--- src/sv/pdl_pkg.sv ---
package pdl_pkg;

  localparam int RES_MAX = 6;
  localparam int RES_CNT_W = 3;
  localparam int POLL_W = 18;
  localparam int CNT_W = 7;
  localparam logic [CNT_W-1:0] MAX_CLAIM_BYTES = 7'd64;

  localparam logic [1:0] REQ_OPEN = 2'd0;
  localparam logic [1:0] REQ_SEND = 2'd1;
  localparam logic [1:0] REQ_CLAIM = 2'd2;
  localparam logic [1:0] REQ_STATUS = 2'd3;

  localparam logic [1:0] KIND_DATA = 2'd0;
  localparam logic [1:0] KIND_CONTROL = 2'd1;
  localparam logic [1:0] KIND_RECV = 2'd2;
  localparam logic [1:0] KIND_TIMEOUT = 2'd3;

  localparam logic [1:0] STAGE_READY = 2'd0;
  localparam logic [1:0] STAGE_CLAIM = 2'd1;
  localparam logic [1:0] STAGE_HANDSHAKE = 2'd2;

  localparam logic [3:0] PH_IDLE = 4'd0;
  localparam logic [3:0] PH_READY = 4'd1;
  localparam logic [3:0] PH_CLAIM = 4'd2;
  localparam logic [3:0] PH_HANDSHAKE = 4'd3;
  localparam logic [3:0] PH_BITS = 4'd4;

  localparam logic CFG_NONCE = 1'b0;
  localparam logic CFG_POLL_LIMIT = 1'b1;

  localparam logic [7:0] KEY_MASK = 8'hD3;
  localparam logic [7:0] TRAIL_CMD = 8'hD0;
  localparam logic [7:0] TRAIL_DATA = 8'hDF;
  localparam logic [7:0] BIT_STROBE = 8'hCF;
  localparam logic [7:0] BIT_RELEASE = 8'hFF;
  localparam logic [7:0] LINK_CLOSE = 8'hBF;
  localparam logic [7:0] OPEN_SYNC = 8'h55;
  localparam logic [7:0] OPEN_CTRL = 8'h04;
  localparam logic [7:0] OPEN_MID = 8'h7F;
  localparam logic [3:0] NIB_HOLD = 4'hF;
  localparam logic [3:0] NIB_LO_STROBE = 4'hC;
  localparam logic [3:0] NIB_HI_SET = 4'h9;
  localparam logic [3:0] NIB_HI_STROBE = 4'h8;
  localparam logic [POLL_W-1:0] POLL_LIMIT_RESET = 18'd200000;

  typedef struct packed {
    logic [1:0] kind;
    logic [7:0] port_value;
    logic [7:0] recv_byte;
    logic [1:0] fail_stage;
  } res_t;

  function automatic logic [7:0] hs_first(input logic [1:0] s);
    logic [7:0] v;
    case (s)
      2'd0: v = 8'hDF;
      2'd1: v = 8'hBF;
      2'd2: v = 8'h9F;
      2'd3: v = 8'hBF;
      default: v = 8'hDF;
    endcase
    return v;
  endfunction

  function automatic logic [7:0] hs_second(input logic [1:0] s);
    logic [7:0] v;
    case (s)
      2'd0: v = 8'hEF;
      2'd1: v = 8'hCF;
      2'd2: v = 8'hEF;
      2'd3: v = 8'h8F;
      default: v = 8'hEF;
    endcase
    return v;
  endfunction

  function automatic res_t port_write(input logic [1:0] kind, input logic [7:0] v);
    res_t r;
    r = '0;
    r.kind = kind;
    r.port_value = v;
    return r;
  endfunction

endpackage

--- src/sv/parallel_dongle_link_master.sv ---
// host side of a bit-banged parallel-port dongle link
// req channel (req_valid/req_ready): one request per item; req_type selects
//   open transaction, send byte, receive claim or an ack status sample
// res channel (res_valid/res_ready): the port writes, received bytes and
//   timeouts caused by a request, one per cycle while res_ready is high, with last on the final one
// cfg channel (cfg_valid/cfg_ready, always ready): index 0 session nonce,
//   index 1 poll limit; write only while the link is quiet
// a request is decoded in the cycle it is taken and its results (up to six)
//   land in a result queue; the first shows on res the next cycle
// throughput: one request per cycle for requests with no results, otherwise
//   one request per result delivered (six results for a send, five for open);
//   the result queue drain rate sets this figure
// a new request is taken in the cycle the last queued result is taken
// reset returns the link to idle, empties the queue, nonce 0, poll limit
//   200000
// when res_ready is low with results queued, the queue holds and req_ready stays low
module parallel_dongle_link_master (
  input  logic        clk,
  input  logic        rst,
  input  logic        req_valid,
  output logic        req_ready,
  input  logic [1:0]  req_type,
  input  logic [7:0]  data_byte,
  input  logic        is_command,
  input  logic        send_clear,
  input  logic [6:0]  byte_count,
  input  logic        ack_level,
  output logic        res_valid,
  input  logic        res_ready,
  output logic [1:0]  kind,
  output logic [7:0]  port_value,
  output logic [7:0]  recv_byte,
  output logic [1:0]  fail_stage,
  output logic        last,
  input  logic        cfg_valid,
  output logic        cfg_ready,
  input  logic        cfg_index,
  input  logic [17:0] cfg_data
);

  logic [7:0] session_nonce;
  logic [pdl_pkg::POLL_W-1:0] poll_limit;

  logic [3:0] link_phase, link_phase_next;
  logic [1:0] handshake_step, handshake_step_next;
  logic [2:0] bit_index, bit_index_next;
  logic [pdl_pkg::CNT_W-1:0] bytes_left, bytes_left_next;
  logic [7:0] bit_shift, bit_shift_next;
  logic [pdl_pkg::POLL_W-1:0] poll_count, poll_count_next;

  pdl_pkg::res_t res_q [pdl_pkg::RES_MAX];
  pdl_pkg::res_t res_new [pdl_pkg::RES_MAX];
  logic [pdl_pkg::RES_CNT_W-1:0] pend;
  logic [pdl_pkg::RES_CNT_W-1:0] n_new;

  logic req_take, res_take;
  logic [7:0] key, send_b, shift_in;
  logic [pdl_pkg::POLL_W-1:0] lim, poll_inc;
  logic poll_timeout, want;
  logic [7:0] hs_want_byte;
  logic [1:0] hs_next_step;
  logic [pdl_pkg::CNT_W-1:0] bytes_dec;

  assign cfg_ready = 1'b1;
  assign res_valid = (pend != '0);
  assign res_take = res_valid && res_ready;
  assign req_ready = (pend == '0) || ((pend == 3'd1) && res_ready);
  assign req_take = req_valid && req_ready;

  assign kind = res_q[0].kind;
  assign port_value = res_q[0].port_value;
  assign recv_byte = res_q[0].recv_byte;
  assign fail_stage = res_q[0].fail_stage;
  assign last = (pend == 3'd1);

  assign key = session_nonce ^ pdl_pkg::KEY_MASK;
  assign send_b = send_clear ? data_byte : (data_byte ^ key);
  assign lim = (poll_limit == '0) ? {{(pdl_pkg::POLL_W-1){1'b0}}, 1'b1} : poll_limit;
  assign poll_inc = poll_count + 1'b1;
  assign poll_timeout = (poll_inc >= lim);
  assign hs_want_byte = pdl_pkg::hs_second(handshake_step);
  assign want = hs_want_byte[5];
  assign hs_next_step = handshake_step + 2'd1;
  assign shift_in = {bit_shift[6:0], ack_level};
  assign bytes_dec = (bytes_left != '0) ? (bytes_left - 1'b1) : bytes_left;

  always_comb begin
    link_phase_next = link_phase;
    handshake_step_next = handshake_step;
    bit_index_next = bit_index;
    bytes_left_next = bytes_left;
    bit_shift_next = bit_shift;
    poll_count_next = poll_count;
    n_new = '0;
    for (int i = 0; i < pdl_pkg::RES_MAX; i++) begin
      res_new[i] = '0;
    end
    if (req_type == pdl_pkg::REQ_STATUS) begin
      case (link_phase)
        pdl_pkg::PH_READY, pdl_pkg::PH_CLAIM, pdl_pkg::PH_HANDSHAKE: begin
          if ((link_phase == pdl_pkg::PH_READY && ack_level == 1'b1) ||
              (link_phase == pdl_pkg::PH_CLAIM && ack_level == 1'b0) ||
              (link_phase == pdl_pkg::PH_HANDSHAKE && ack_level == want)) begin
            poll_count_next = '0;
            if (link_phase == pdl_pkg::PH_READY) begin
              res_new[0] = pdl_pkg::port_write(pdl_pkg::KIND_DATA, pdl_pkg::BIT_STROBE);
              n_new = 3'd1;
              link_phase_next = pdl_pkg::PH_CLAIM;
            end else if (link_phase == pdl_pkg::PH_CLAIM) begin
              res_new[0] = pdl_pkg::port_write(pdl_pkg::KIND_DATA, pdl_pkg::hs_first(2'd0));
              res_new[1] = pdl_pkg::port_write(pdl_pkg::KIND_DATA, pdl_pkg::hs_second(2'd0));
              n_new = 3'd2;
              handshake_step_next = 2'd0;
              link_phase_next = pdl_pkg::PH_HANDSHAKE;
            end else if (handshake_step != 2'd3) begin
              res_new[0] = pdl_pkg::port_write(pdl_pkg::KIND_DATA,
                                               pdl_pkg::hs_first(hs_next_step));
              res_new[1] = pdl_pkg::port_write(pdl_pkg::KIND_DATA,
                                               pdl_pkg::hs_second(hs_next_step));
              n_new = 3'd2;
              handshake_step_next = hs_next_step;
            end else begin
              handshake_step_next = 2'd0;
              res_new[0] = pdl_pkg::port_write(pdl_pkg::KIND_DATA, pdl_pkg::TRAIL_DATA);
              n_new = 3'd2;
              if (bytes_left != '0) begin
                res_new[1] = pdl_pkg::port_write(pdl_pkg::KIND_DATA, pdl_pkg::BIT_STROBE);
                bit_index_next = '0;
                bit_shift_next = '0;
                link_phase_next = pdl_pkg::PH_BITS;
              end else begin
                res_new[1] = pdl_pkg::port_write(pdl_pkg::KIND_DATA, pdl_pkg::LINK_CLOSE);
                link_phase_next = pdl_pkg::PH_IDLE;
              end
            end
          end else begin
            poll_count_next = poll_inc;
            if (poll_timeout) begin
              res_new[0] = '0;
              res_new[0].kind = pdl_pkg::KIND_TIMEOUT;
              res_new[0].fail_stage = (link_phase == pdl_pkg::PH_READY) ?
                                      pdl_pkg::STAGE_READY :
                                      (link_phase == pdl_pkg::PH_CLAIM) ?
                                      pdl_pkg::STAGE_CLAIM : pdl_pkg::STAGE_HANDSHAKE;
              n_new = 3'd1;
              link_phase_next = pdl_pkg::PH_IDLE;
              poll_count_next = '0;
            end
          end
        end
        pdl_pkg::PH_BITS: begin
          res_new[0] = pdl_pkg::port_write(pdl_pkg::KIND_DATA, pdl_pkg::BIT_RELEASE);
          if (bit_index != 3'd7) begin
            bit_index_next = bit_index + 3'd1;
            bit_shift_next = shift_in;
            res_new[1] = pdl_pkg::port_write(pdl_pkg::KIND_DATA, pdl_pkg::BIT_STROBE);
            n_new = 3'd2;
          end else begin
            res_new[1] = '0;
            res_new[1].kind = pdl_pkg::KIND_RECV;
            res_new[1].recv_byte = shift_in ^ key;
            bit_index_next = '0;
            bit_shift_next = '0;
            bytes_left_next = bytes_dec;
            n_new = 3'd3;
            if (bytes_dec != '0) begin
              res_new[2] = pdl_pkg::port_write(pdl_pkg::KIND_DATA, pdl_pkg::BIT_STROBE);
            end else begin
              res_new[2] = pdl_pkg::port_write(pdl_pkg::KIND_DATA, pdl_pkg::LINK_CLOSE);
              link_phase_next = pdl_pkg::PH_IDLE;
            end
          end
        end
        default: begin
        end
      endcase
    end else if (link_phase == pdl_pkg::PH_IDLE) begin
      case (req_type)
        pdl_pkg::REQ_OPEN: begin
          res_new[0] = pdl_pkg::port_write(pdl_pkg::KIND_DATA, pdl_pkg::OPEN_SYNC);
          res_new[1] = pdl_pkg::port_write(pdl_pkg::KIND_CONTROL, pdl_pkg::OPEN_CTRL);
          res_new[2] = pdl_pkg::port_write(pdl_pkg::KIND_DATA, pdl_pkg::LINK_CLOSE);
          res_new[3] = pdl_pkg::port_write(pdl_pkg::KIND_DATA, pdl_pkg::OPEN_MID);
          res_new[4] = pdl_pkg::port_write(pdl_pkg::KIND_DATA, pdl_pkg::LINK_CLOSE);
          n_new = 3'd5;
        end
        pdl_pkg::REQ_SEND: begin
          res_new[0] = pdl_pkg::port_write(pdl_pkg::KIND_DATA,
                                           {pdl_pkg::NIB_HOLD, send_b[3:0]});
          res_new[1] = pdl_pkg::port_write(pdl_pkg::KIND_DATA,
                                           {pdl_pkg::NIB_LO_STROBE, send_b[3:0]});
          res_new[2] = pdl_pkg::port_write(pdl_pkg::KIND_DATA,
                                           {pdl_pkg::NIB_HOLD, send_b[3:0]});
          res_new[3] = pdl_pkg::port_write(pdl_pkg::KIND_DATA,
                                           {pdl_pkg::NIB_HI_SET, send_b[7:4]});
          res_new[4] = pdl_pkg::port_write(pdl_pkg::KIND_DATA,
                                           {pdl_pkg::NIB_HI_STROBE, send_b[7:4]});
          res_new[5] = pdl_pkg::port_write(pdl_pkg::KIND_DATA,
                                           is_command ? pdl_pkg::TRAIL_CMD :
                                                        pdl_pkg::TRAIL_DATA);
          n_new = 3'd6;
        end
        pdl_pkg::REQ_CLAIM: begin
          bytes_left_next = (byte_count > pdl_pkg::MAX_CLAIM_BYTES) ?
                            pdl_pkg::MAX_CLAIM_BYTES : byte_count;
          handshake_step_next = '0;
          bit_index_next = '0;
          bit_shift_next = '0;
          poll_count_next = '0;
          link_phase_next = pdl_pkg::PH_READY;
        end
        default: begin
        end
      endcase
    end
  end

  always_ff @(posedge clk) begin
    if (rst) begin
      session_nonce <= '0;
      poll_limit <= pdl_pkg::POLL_LIMIT_RESET;
    end else if (cfg_valid && cfg_ready) begin
      if (cfg_index == pdl_pkg::CFG_NONCE) begin
        session_nonce <= cfg_data[7:0];
      end else begin
        poll_limit <= cfg_data;
      end
    end
  end

  always_ff @(posedge clk) begin
    if (rst) begin
      link_phase <= pdl_pkg::PH_IDLE;
      handshake_step <= '0;
      bit_index <= '0;
      bytes_left <= '0;
      bit_shift <= '0;
      poll_count <= '0;
    end else if (req_take) begin
      link_phase <= link_phase_next;
      handshake_step <= handshake_step_next;
      bit_index <= bit_index_next;
      bytes_left <= bytes_left_next;
      bit_shift <= bit_shift_next;
      poll_count <= poll_count_next;
    end
  end

  always_ff @(posedge clk) begin
    if (rst) begin
      pend <= '0;
    end else if (req_take) begin
      pend <= n_new;
    end else if (res_take) begin
      pend <= pend - 3'd1;
    end
  end

  // result queue, head at entry 0
  always_ff @(posedge clk) begin
    if (req_take) begin
      for (int i = 0; i < pdl_pkg::RES_MAX; i++) begin
        res_q[i] <= res_new[i];
      end
    end else if (res_take) begin
      for (int i = 0; i < pdl_pkg::RES_MAX - 1; i++) begin
        res_q[i] <= res_q[i+1];
      end
    end
  end

  a_pend_range: assert property (@(posedge clk) disable iff (rst)
    pend <= 3'd6)
    else $error("result queue overrun");

  a_timeout_last: assert property (@(posedge clk) disable iff (rst)
    (res_valid && kind == pdl_pkg::KIND_TIMEOUT) |-> last)
    else $error("timeout not final result");

  a_claim_start: assert property (@(posedge clk) disable iff (rst)
    (req_take && req_type == pdl_pkg::REQ_CLAIM && link_phase == pdl_pkg::PH_IDLE)
    |=> (link_phase == pdl_pkg::PH_READY && pend == '0))
    else $error("claim did not start wait");

  a_bits_have_bytes: assert property (@(posedge clk) disable iff (rst)
    (link_phase == pdl_pkg::PH_BITS) |-> (bytes_left != '0))
    else $error("bit reads with no bytes left");

endmodule

--- config.mk ---
export PLATFORM = sky130hd
export DESIGN_NAME = parallel_dongle_link_master
export DESIGN_NICKNAME = d
export VERILOG_FILES = /design/src/sv/pdl_pkg.sv /design/src/sv/parallel_dongle_link_master.sv
export SDC_FILE = /design/constraint.sdc
export NUM_CORES = 1
export LEC_CHECK = 0
export BUFFER_PORTS_ARGS = -buffer_cell sky130_fd_sc_hd__buf_4
export CAP_MARGIN = 20
export CORE_ASPECT_RATIO = 1.75
export CORE_MARGIN = 4
export CORE_UTILIZATION = 60
export DETAILED_ROUTE_END_ITERATION = 10
export HOLD_SLACK_MARGIN = 0.1
export MAX_ROUTING_LAYER = met4
export PLACE_DENSITY = 0.87
export SLEW_MARGIN = 20
export SYNTH_ARGS = -nofsm -noshare
export SYNTH_HDL_FRONTEND = slang
export SYNTH_SLANG_ARGS = --single-unit
--- constraint.sdc ---
create_clock -name clk -period 4.1 [get_ports clk]
set_clock_uncertainty 0.15 [all_clocks]
set_input_delay 0.205 -clock clk [delete_from_list [all_inputs] [get_ports clk]]
set_output_delay 0.205 -clock clk [all_outputs]
set_load 0.01 [all_outputs]
==> flow_summary.ini <==
[outcome]
outcome = finished, final reports clean

[logic_synthesis]
synth_ff_type = dfxtp_1
synthesis.nets = 870
synthArstFlopShare_pct = 0
yosysWarnings = 0
netlist_instances = 798
syn_area_mm2 = 0.00703
syn-mean-instance-area_um2 = 8.81
seq_area_frac_synth_pct = 47.0
synth.distinct_cells = 63
ys_ff_latch = 133
synth_edf_count = 64

[global_route]
grt_pass1_vias = 6303
grt_use_total_pct = 28.3
grt_max_degree = 72
antenna_found_initial = 0
grt_overflow_total = 0
grt_pass1_wl_mm = 29.7

[clock_network]
cts_root_buf = clkbuf_16
cts_sinks = 133
cts_buffers = 17
worstSkewPairLatency_ns = 0.42
cts_max_path_buffers = 2
cts_tree = built
clk_pin_slew_worst_paths_ns = 0.06
htree_levels = 4

[finish]
area.sequential_mm2 = 0.00330
n_antenna_cell = 0
fin_util_pct = 73.9
drive_above_1_share_pct = 14.0
fillCellCount = 771
final_common_cell = nand2_1
fin_nets = 947
fin_area_mm2 = 0.00851
area_growth_pct = 20.9
most-common-layout-cells = nand2_1, buf_4, a21oi_1, dfxtp_1, edfxtp_1
multi_input_area_mm2 = 0.00343

[detailed_routing]
drtIter0Drc = 547
num_vias = 6416
wl_mm = 18.6
drt-wirelength-per-cell_um = 18.2
dr.pass1.iters = 6
vias_per_cell = 6.27
drc = 0
ant_nets = 0

[timing]
slew_violations = 0
finalSetupViolCount = 0
finalWorstSetupSlack_ns = 0.123
fin_crit_ns = 3.98
max_freq_ghz = 0.251
hold_viol = 0
slew_headroom_pct = 42.2
timing.final.crit_share_pct = 97.0
tightest_slew_ns = 0.867
tns_ns = 0

[floorplanning]
pin_count = 68
die_area_mm2 = 0.0136
dieHeight_um = 151
rows = 52
core-area_mm2 = 0.0115
chipWidth_um = 89.8
start_util_pct = 61.1

[worst_setup_path]
rr_startpoint = poll_count[2]
crit_required_ns = 4.25
cp.arrival_ns = 4.13
cp_max_fo = 20
crit_type = register to register
crit_path_end_kind = register
reg2reg_slack_ns = 0.12
worstRegToRegCells = 13
r2r-end = link_phase[1]
startpoint_type = register

[power_and_ir_drop]
clock_power_share_pct = 32.7
power.internal_mw = 3.27
leakagePower_nw = 3.47
powerDensity_mw_per_mm2 = 557
p_sw_share_pct = 31.0
power_switching_mw = 1.47
power_frac_seq_pct = 41.7
peakVddDrop_mv = 0.372
p_total_mw = 4.74
p_comb_share_pct = 25.7

[place]
io_buffers = 66
place.gp.congestion = 0.947
place_area_mm2 = 0.00755
post-place-ws_ns = 0.244
dp_hpwl_mm = 12.6

[min_path]
hold_class = input pin to register
hold_path_end = bytes_left[2]
hp-start = byte_count[2]
holdPathStages = 5

[job]
max_cap_violations = 0
[cell usage after synthesis (3+ instances only)]
library cell    n  area [µm²]
and2_1         14        87.6
xor2_1          7        61.3
or2_2           7        43.8
nand2_1       157         589
o22a_1          3        26.3
ha_1           28         350
nand3_1        26         130
o21a_1          5        37.5
a211oi_1        5        37.5
nor3_1         14        70.1
o211a_1         3        30.0
or3_1           5        31.3
nor4_1          8        50.1
and4_1          5        43.8
o31ai_1         4        30.0
o211ai_1        4        30.0
buf_2           7        35.0
nor2b_1        12        75.1
dfxtp_1        69        1380
a21o_1          6        45.0
a22oi_1         6        45.0
xnor2_1        19         166
and3_1          6        37.5
a221o_1         6        60.1
nand3b_1        8        60.1
inv_1          32         120
nor2_1         56         210
buf_1           4        15.0
nand2b_1        9        56.3
o2111ai_1       7        61.3
nand4_1        16         100
a21oi_1        69         345
edfxtp_1       64        1920
a221oi_1        3        26.3
nor3b_1         3        22.5
a31oi_1         3        18.8
nand4b_1        4        35.0
clkbuf_1       33         124
o21ai_0        28         140
[registers in the layout, summed over array words and instances (netlist names)]
register and count:
bit_index 3, poll_count 18, bytes_left 7, poll_limit 18, link_phase 3, session_nonce 8
handshake_step 2, pend 3, res_q 64, bit_shift 7
[through the flow]
stage          hold WS (ns)  cells
6_report              0.115   1023
3_3_place_gp          0.266    959
2_1_floorplan         0.176    798
4_1_cts               0.105   1022
3_5_place_dp          0.272    959
5_1_grt               0.111   1023
[final cells by class]
class / instances / share of cell area, %
Clock buffer: 22 / 6.02
Clock inverter: 10 / 1.21
Inverter: 32 / 1.41
Multi-Input combinational cell: 587 / 40.4
Sequential cell: 133 / 38.8
Tap cell: 135 / 1.99
Timing Repair Buffer: 104 / 10.2
[worst max-delay path by stage]
| stage | start | endpoint | slack [ns] | cells past startpoint |
|---|---|---|---|---|
| finish | poll_count[2] | link_phase[1] | 0.12 | 13 |
| floorplan | poll_count[2] | link_phase[1] | 0.69 | 12 |
| detailed placement | poll_count[2] | link_phase[1] | 0.24 | 12 |
| CTS | poll_count[2] | link_phase[1] | 0.13 | 13 |
| global route | poll_count[2] | link_phase[1] | -0.09 | 13 |
| global placement | poll_count[2] | link_phase[1] | 0.43 | 13 |
[critical path: stages (launching register included)]
cell and delay, ns:
dfxtp_1 0.40, and3_1 0.23, and4_2 0.29, nand4_1 0.26, and2_1 0.27, or2_2 0.30, ha_1 0.31, a21oi_1 0.12
o21ai_0 0.14, a221oi_2 0.34, o211a_1 0.33, buf_8 0.22, a21oi_1 0.11, a221o_1 0.37
[power groups by stage]
stage	clock network, mW	registers, mW	logic [mW]
2_1_floorplan	0	2.01	0.719
3_3_place_gp	0	1.98	1.12
3_5_place_dp	0	1.99	1.17
4_1_cts	1.56	1.98	1.20
5_1_grt	1.62	2.01	1.33
6_report	1.55	1.98	1.22
[cell families after synthesis]
logic type,after synthesis,synth area share (%)
muxes,3,0.445
adders and majority gates,28,4.98
and+or+nand+nor,358,24.3
buffers and inverters,78,4.45
other,1,0.0533
AOI/OAI and AO/OA,171,15.6
DFF,133,47.0
xor gates and xnor gates,26,3.24
[layer usage]
layer  global-route usage, %  part of all wire (%)
met1                    26.9                    34
met2                    51.4                    54
met3                    4.87                   5.8
met4                    20.4                   6.4
met5                       -                     0
[timing repair]
action / in CTS / in global routing
hold buffers: 31 / 0
endpoints found under the hold margin: 38 / 0
resized for setup: 0 / 5
setup endpoints to repair: 0 / 2
setup buffers: 0 / 1
Power figures use the tool's default switching activity.
